--- src/rtl/rud_pkg.sv ---
`default_nettype none
package rud_pkg;

  // Operand width of the divider; the stream fields stay at FIELD_W bits.
  localparam int DATA_WIDTH = 64;
  localparam int FIELD_W    = 64;

  // Word carried from one cell to the next.
  typedef struct packed {
    logic [DATA_WIDTH-1:0] rem;  // partial remainder
    logic [DATA_WIDTH-1:0] num;  // dividend bits not yet taken in, MSB first
    logic [DATA_WIDTH-1:0] den;  // divisor
    logic [DATA_WIDTH-1:0] quo;  // quotient bits found so far
  } stage_t;

endpackage
`default_nettype wire

--- src/rtl/rud_cell.sv ---
`default_nettype none
module rud_cell (
  input  wire logic            clk,
  input  wire logic            rst,
  input  wire logic            en,
  input  wire logic            in_valid,
  input  wire rud_pkg::stage_t in_stage,
  output logic                 out_valid,
  output rud_pkg::stage_t      out_stage
);
  import rud_pkg::*;

  logic [DATA_WIDTH:0]   shifted;
  logic [DATA_WIDTH+1:0] diff;
  logic                  take;
  stage_t                stage_next;

  // Shift in the next dividend bit; subtract when no borrow comes out.
  always_comb begin
    shifted    = {in_stage.rem, in_stage.num[DATA_WIDTH-1]};
    diff       = {1'b0, shifted} - {2'b00, in_stage.den};
    take       = ~diff[DATA_WIDTH+1];
    stage_next.rem = take ? diff[DATA_WIDTH-1:0] : shifted[DATA_WIDTH-1:0];
    stage_next.num = {in_stage.num[DATA_WIDTH-2:0], 1'b0};
    stage_next.den = in_stage.den;
    stage_next.quo = {in_stage.quo[DATA_WIDTH-2:0], take};
  end

  always_ff @(posedge clk) begin
    if (rst) begin
      out_valid <= 1'b0;
    end else if (en) begin
      out_valid <= in_valid;
    end
  end

  always_ff @(posedge clk) begin
    if (en) begin
      out_stage <= stage_next;
    end
  end

endmodule
`default_nettype wire

--- config.mk ---
export PLATFORM = sky130hd
export DESIGN_NAME = rud_cell
export DESIGN_NICKNAME = d
export VERILOG_FILES = /design/src/rtl/rud_pkg.sv /design/src/rtl/rud_cell.sv
export SDC_FILE = /design/constraint.sdc
export NUM_CORES = 1
export LEC_CHECK = 0
export BUFFER_PORTS_ARGS = -buffer_cell sky130_fd_sc_hd__buf_2
export CAP_MARGIN = 20
export CORE_AREA = 5 5 198 200
export DETAILED_ROUTE_END_ITERATION = 8
export DIE_AREA = 0 0 203 205
export GPL_ROUTABILITY_DRIVEN = 0
export SLEW_MARGIN = 20
export SYNTH_ARGS = -nofsm -noshare
export SYNTH_HDL_FRONTEND = slang
export SYNTH_SLANG_ARGS = --single-unit
--- constraint.sdc ---
create_clock -name clk -period 7.35 [get_ports clk]
set_input_delay 1.1025 -clock clk [delete_from_list [all_inputs] [get_ports clk]]
set_output_delay 1.1025 -clock clk [all_outputs]
set_load 0.01 [all_outputs]
Word-level counts from Yosys, hierarchy flattened
Index checks and enable logic that the tools add are counted.
{ "classes": {"n_bitwise": 1, "n_mux": 1, "addsub": 1} }
{ "ops": {"columns": ["op", "n"], "rows": [
  ["$sub 65x64->66", 1],
  ["$mux 64", 1],
  ["$not 1->1", 1]
]} }
{ "word_totals": {"inputBits": 260, "reg_bits": 256, "out_inout_bits": 257, "elab_cells": 8} }

Longest topological paths before layout
Gate-level depths: netlist of the first run.
{ "depth": {"word_depth": 2, "ltp_mapped": 14, "mapped_depth_nobuf": 14} }

Least setup slack after synthesis of the first run
OpenSTA, ideal clock, no wires.
{ "synth_timing": {"path_type": "input -> register", "from": "input port in_stage[191] (netlist name)", "to": "register out_stage[248] (netlist name), data pin", "required_time_ns": 7.094, "path_slack_ns": 3.271, "arrival_ns": 3.823, "path_buffers": 0, "setup_time_ns": 0.256, "cell_stages": 14, "path_cell_list": "inv_1 ha_1 inv_1 fa_1 a21o_1 a31oi_1 o22ai_1 o2111ai_1 a211oi_1 nor3_1 nor2_1 a41o_1 or4_1 a41o_1"} }
{ "synth_rtl": {"columns": ["item", "line", "source"], "rows": [
  ["start: declaration", "rud_cell.sv:7", "input wire rud_pkg::stage_t in_stage,"],
  ["end signal: assignment", "rud_cell.sv:39", "out_stage <= stage_next;"],
  ["end: declaration", "rud_cell.sv:9", "output rud_pkg::stage_t out_stage"]
]} }

==> results.cfg, run 1 <==
[status]
status = complete, no violations

[logic_synthesis]
synth.net_count = 1313
synth_edf_count = 255
ys_async_sr_fraction_pct = 0
avgSynthCellArea_sq_um = 12.4
synth_flop_cell = edfxtp_1
ys_seq_area_share_pct = 62.7
syn_area_sq_um = 12300
yosys_register_bits = 256
syn_inst = 988
ys.warnings.count = 0
ys_types = 66

[power_and_ir_drop]
vdd_drop_max_mv = 0.206
power.leakage_nw = 7.22
pwr_density_cell_nw_per_um2 = 253

[sta]
rsz0062_at_grt = no
drv_slew = 0
period_minus_slack_ns = 4.60
finalHoldViolCount = 0
relSlewSlack_pct = 36.8
fin_crit_sh_pct = 62.6
setup_violations = 0
setup_tns_ns = 0
finClkSkew_ns = 0
fmax_mhz = 217
worst_slew_pin_slew_ns = 0.949

[critical_path]
cpMaxStageDelayCell = o31ai_2
cp_cell_sequence = buf_2 -> inv_1 -> ha_1 -> o211ai_1 -> a21o_1 -> a21oi_1 -> a221o_1 -> a31oi_1 -> buf_4 -> o31ai_2 -> a211oi_2 -> o31ai_4 -> buf_12 -> mux2_1
cp-end-kind = register
cp_top_family = compound AO/OA/AOI/OAI gates
required_ns = 7.67
crit_type = in -> reg
cpPeakStageDelay_ns = 0.58
start_kind = input port
cp.buffers_inverters = 4
critical_path_arrival_ns = 4.92
timing.critical_path.fanout_max = 108

[clock_tree]
cts.htree.levels = 1
hold_buffers = 0
cts_buffer_depth = 3
cts_inserted_buffers = 31
clk_latency_ns = 0.58
cts_setup_buffers = 0
cts_resized = 0
cts_tree = done
clk_pin_slew_ns = 0.05
cts.sinks = 256
cts_root_buf = clkbuf_16

[cells_and_area]
syn2layout_area_growth_pct = 33.6
fill_cells = 3531
drive_above_1_share_pct = 37.6
fin_util_pct = 44.0
layout.nets = 1839
mostFrequentLayoutCells = buf_2 (513), edfxtp_1 (255), a21oi_1 (130)
final_common_cell = buf_2

[floorplanning]
die_area_sq_um = 41600
start_util_pct = 32.9
io_pins = 517
core_area_sq_um = 37200
die-height_um = 205
rows = 71
die_w_um = 203

[global_routing]
grt_max_degree = 173
track_usage_pct = 19.2
grt_overflow_total = 0
antenna_found_initial = 22
grt_pass1_vias = 9880
grt_pass1_wl_mm = 60.8

[placed_design]
io_buffers = 514
hpwl_mm = 33.9

[detailed_routing]
routed_via_density = 4.96
drt_wl_total_mm = 42.6
ant_nets = 0
wl_per_cell_um = 21.1
dr.pass1.iters = 5
drc = 0
drt_iter0_drc = 590
vias = 10006

[job]
cap_violations = 0

[min_path]
holdCritPathClass = reg -> reg
## cell usage after synthesis, drive strengths merged, types with 3 or more instances
cell      n  area, sq um
o221ai    4         35.0
nand2b    4         25.0
xnor2    36          315
a41o      5         50.1
inv      86          323
a31oi     8         65.1
or2       3         18.8
nor2     92          345
a221o     3         30.0
o21ai    31          159
nand3    13         65.1
edfxtp  255         7660
and3      4         25.0
buf      16         87.6
o31a      3         26.3
nor2b     5         31.3
a21oi   132          676
o21a      8         67.6
ha       64          801
o21bai   14          105
nor4      3         18.8
nor3      5         25.0
nand4    12         75.1
mux2     11          124
and2      3         18.8
clkbuf    8         30.0
a211oi    8         65.1
a21o     23          174
xor2     21          184
nand2    67          254
o211ai    5         42.5
or3       4         25.0
## final timing paths
check                                  start             end  slack (ns)  cells past startpoint
worst min register to register     out_valid       out_valid        0.50                      2
worst min-delay path               out_valid       out_valid        0.50                      2
worst max register to register     out_valid       out_valid        6.77                      2
worst max-delay path            in_stage[68]  out_stage[218]        2.75                     14
## power breakdown
part	switching, mW	internal, mW
clock	0.631	0.878
sequential	0.0323	1.78
combinational	0.486	0.322
total	1.15	2.98
## flip-flops by register name (all words and copies together), names as in the netlist
register and cells:
out_valid 1, out_stage 255
## layout make-up
class	instances	area (sq um)	share of cell area, %
inverters	86	323	1.97
diodes	8	20.0	0.122
clock buffers	36	795	4.86
clock inverters	19	190	1.16
multi-input cells	622	4130	25.3
repair buffers	517	2630	16.1
well taps	474	593	3.62
flip-flops and latches	256	7680	46.9
## per-stage QoR
step	hold WS, ns	cell area [sq um]	cells	worst slack (ns)	total power, mW
6_report	0.500	16400	2018	2.75	4.13
5_1_grt	0.554	16300	2011	2.53	4.34
4_1_cts	0.513	16300	2010	2.83	4.20
3_5_place_dp	0.501	15400	1955	2.22	2.66
3_3_place_gp	0.475	15400	1955	2.24	2.65
2_1_floorplan	0.528	12300	988	3.27	2.28
## tightest hold or removal path, cell delays in order (launching register included)
cell and delay, ns:
dfxtp_1 0.32, mux2i_1 0.07, nor2_1 0.08
## logic make-up after synthesis
family | count (synthesis) | synth area share [%]
buf+inv | 110 | 3.60
mux | 12 | 1.09
compound gates | 266 | 13.9
xor+xnor | 57 | 4.08
simple gates | 221 | 7.97
fa+ha+maj | 65 | 6.70
flops | 256 | 62.7
other cells | 1 | 0.0306
## routing by layer
| layer | vias to the layer above | routed length (um) | track usage (%) |
|---|---|---|---|
| li1 | 4729 | - | - |
| met1 | 4705 | 15600 | 21.3 |
| met2 | 429 | 20600 | 32.8 |
| met3 | 113 | 4420 | 8.22 |
| met4 | 30 | 1850 | 7.35 |
| met5 | - | 215 | 0 |
No activity file was read; power rests on OpenSTA's default activity.
==> run 2: changes to the inputs <==
- ABC_AREA: default -> 1
- CORE_AREA: 5 5 198 200 -> default
- CORE_MARGIN: default -> 5
- CORE_UTILIZATION: default -> 40
- DIE_AREA: 0 0 203 205 -> default
- PLACE_DENSITY: default -> 0.66
- clock period: 7.35 -> 4.3 ns (I/O delays scaled with it)
==> run 2 against run 1 <==
Compared with the run above:
- global-route usage grew 5.9 points
- largest power group unchanged
- wire length up 26%
- critical path type unchanged
- register-to-register slack lost 3.1 ns
- final area rose by 16%
- core utilization increased by 7.9 points
- final cell count up 41%
- flip-flop and latch count did not move
- sequential power grew 71%
- via count increased by 38%
- clock skew unchanged
- first-iteration DRC count rose by 69%
- combinational power is 99% higher
==> results.cfg, run 2 <==
[detailed_routing]
drc = 0
vias = 13790
ant_nets = 0
routed_via_density = 4.86
dr.pass1.iters = 5
drt_iter0_drc = 996
wl_per_cell_um = 18.9
drt_wl_total_mm = 53.8

[critical_path]
ff2ff_setup_slack_ns = 3.70
timing.critical_path.fanout_max = 66
path_common_cell = nand2_1
cp.buffers_inverters = 2
cpMaxStageDelayCell = nand2_4
cpPeakStageDelay_ns = 0.62
cp_top_family = simple AND/OR/NAND/NOR gates
cp_cell_sequence = buf_2 -> inv_1 -> ha_1 -> nand2_1 -> nor2_2 -> nand3_1 -> nand3_2 -> nand2_1 -> nand2_2 -> nand2_1 -> nand2_2 -> nand2_4 -> nand2_4 -> nand3_1 -> nand2_1
critical_path_arrival_ns = 3.23
required_ns = 4.74
crit_type = in -> reg
cp-end-kind = register
r2r-start = out_valid
start_kind = input port
critPathLaunch = in_stage[69]

[placed_design]
dp_cells = 2783
hpwl_mm = 44.3
place_area_sq_um = 17900
io_buffers = 514

[clock_tree]
cts_buffer_depth = 3
cts_setup_buffers = 0
clk_pin_slew_ns = 0.06
cts.htree.levels = 1
hold_buffers = 0
cts_resized = 0
cts_inserted_buffers = 29
clk_latency_ns = 0.57
cts_root_buf = clkbuf_16
cts.sinks = 256
cts_tree = done

[logic_synthesis]
ys_async_sr_fraction_pct = 0
synth.area.top_cells = edfxtp_1 (52%), nand2_1 (17%), inv_1 (9.5%), ha_1 (5.4%), nand3_1 (4.6%)
synth_top_area_cell = edfxtp_1
yosys_register_bits = 256
ys_seq_area_share_pct = 51.7
yosys-top-cells-count = nand2_1 (689), inv_1 (374), edfxtp_1 (255)
syn_area_sq_um = 14800
avgSynthCellArea_sq_um = 8.18
synth_edf_count = 255
yosysMostFrequentCell = nand2_1
synth.net_count = 2141
ys_types = 39
synth_flop_cell = edfxtp_1
synth_top_area_share_pct = 51.6
ys.warnings.count = 0
syn_inst = 1816

[status]
status = complete, no violations

[min_path]
holdCritPathClass = in -> reg
hold_start = rst

[sta]
period_minus_slack_ns = 2.79
rsz0062_at_grt = no
drv_slew = 0
worst_slew_pin_slew_ns = 0.916
fin_crit_sh_pct = 65.0
setup_violations = 0
finalHoldViolCount = 0
relSlewSlack_pct = 38.9
fmax_mhz = 358
setup_tns_ns = 0
finClkSkew_ns = 0

[global_routing]
grt_max_degree = 115
grt_overflow_total = 0
grt_pass1_vias = 13632
grt_pass1_wl_mm = 80.0
track_usage_pct = 25.1
antenna_found_initial = 12

[floorplanning]
core_area_sq_um = 36600
die-height_um = 203
start_util_pct = 40.6
die_w_um = 203
die_area_sq_um = 41100
rows = 70
io_pins = 517

[cells_and_area]
syn2layout_area_growth_pct = 27.8
largest_register_ffs = 255
final_common_cell = nand2_1
layout.nets = 2671
drive_above_1_share_pct = 25.5
mostFrequentLayoutCells = nand2_1 (689), buf_2 (513), inv_1 (374)
final_cells = 2840
final_area_sq_um = 19000
reg_top3 = out_stage: 255 flops, out_valid: 1 flops
fill_cells = 3526
top_register = out_stage

[power_and_ir_drop]
vdd_drop_max_mv = 0.353
power.leakage_nw = 10.1
pwr_density_cell_nw_per_um2 = 389

[job]
cap_violations = 0
-- run 2: final timing paths --
kind                                  endpoint  cells past startpoint
worst min-delay path                 out_valid                      2
worst min register to register       out_valid                      2
worst max-delay path            out_stage[237]                     15
worst max register to register       out_valid                      2
-- run 2: stage by stage --
| step | hold slack, ns | total power [mW] | setup WS (ns) | util [%] |
|---|---|---|---|---|
| detailed placement | 0.502 | 4.76 | 0.940 | 49.0 |
| global route | 0.209 | 7.76 | 1.34 | 51.8 |
| global placement | 0.475 | 4.74 | 0.965 | 49.0 |
| CTS | 0.209 | 7.46 | 1.54 | 51.8 |
| finish | 0.231 | 7.38 | 1.51 | 51.8 |
| floorplan | 0.528 | 4.03 | 1.83 | - |
-- run 2: cells by family (layout without fill, tap and decap cells) --
| family | after synthesis | in the layout | share of synthesized area [%] |
|---|---|---|---|
| other | 1 | 6 | 0.0253 |
| DFF | 256 | 256 | 51.7 |
| and+or+nand+nor | 1006 | 1006 | 28.4 |
| xor gates and xnor gates | 31 | 31 | 1.83 |
| AOI/OAI and AO/OA | 51 | 51 | 1.79 |
| adders and majority gates | 65 | 65 | 5.53 |
| buffers and inverters | 405 | 956 | 10.7 |
| muxes | 1 | 1 | 0.0674 |
-- run 2: power breakdown --
part / internal (mW) / switching (mW)
logic: 0.554 / 1.05
registers: 3.04 / 0.0604
clock network: 1.65 / 1.03
total: 5.25 / 2.14
-- run 2: layer usage --
metal | global-route usage (%) | routed length [um] | up-vias
li1 | - | - | 6749
met1 | 31.5 | 21700 | 6329
met2 | 42.4 | 25100 | 573
met3 | 5.97 | 4490 | 125
met4 | 9.36 | 2430 | 14
met5 | 0 | 80 | -
-- run 2: final cells by class --
class / count / area [sq um] / area share, %
clock buffers: 34 / 744 / 3.92
diodes: 5 / 12.5 / 0.0659
repair buffers: 520 / 2650 / 14.0
inverters: 384 / 1440 / 7.60
flip-flops and latches: 256 / 7680 / 40.5
clock inverters: 18 / 277 / 1.46
multi-input cells: 1155 / 5590 / 29.4
well taps: 468 / 586 / 3.09
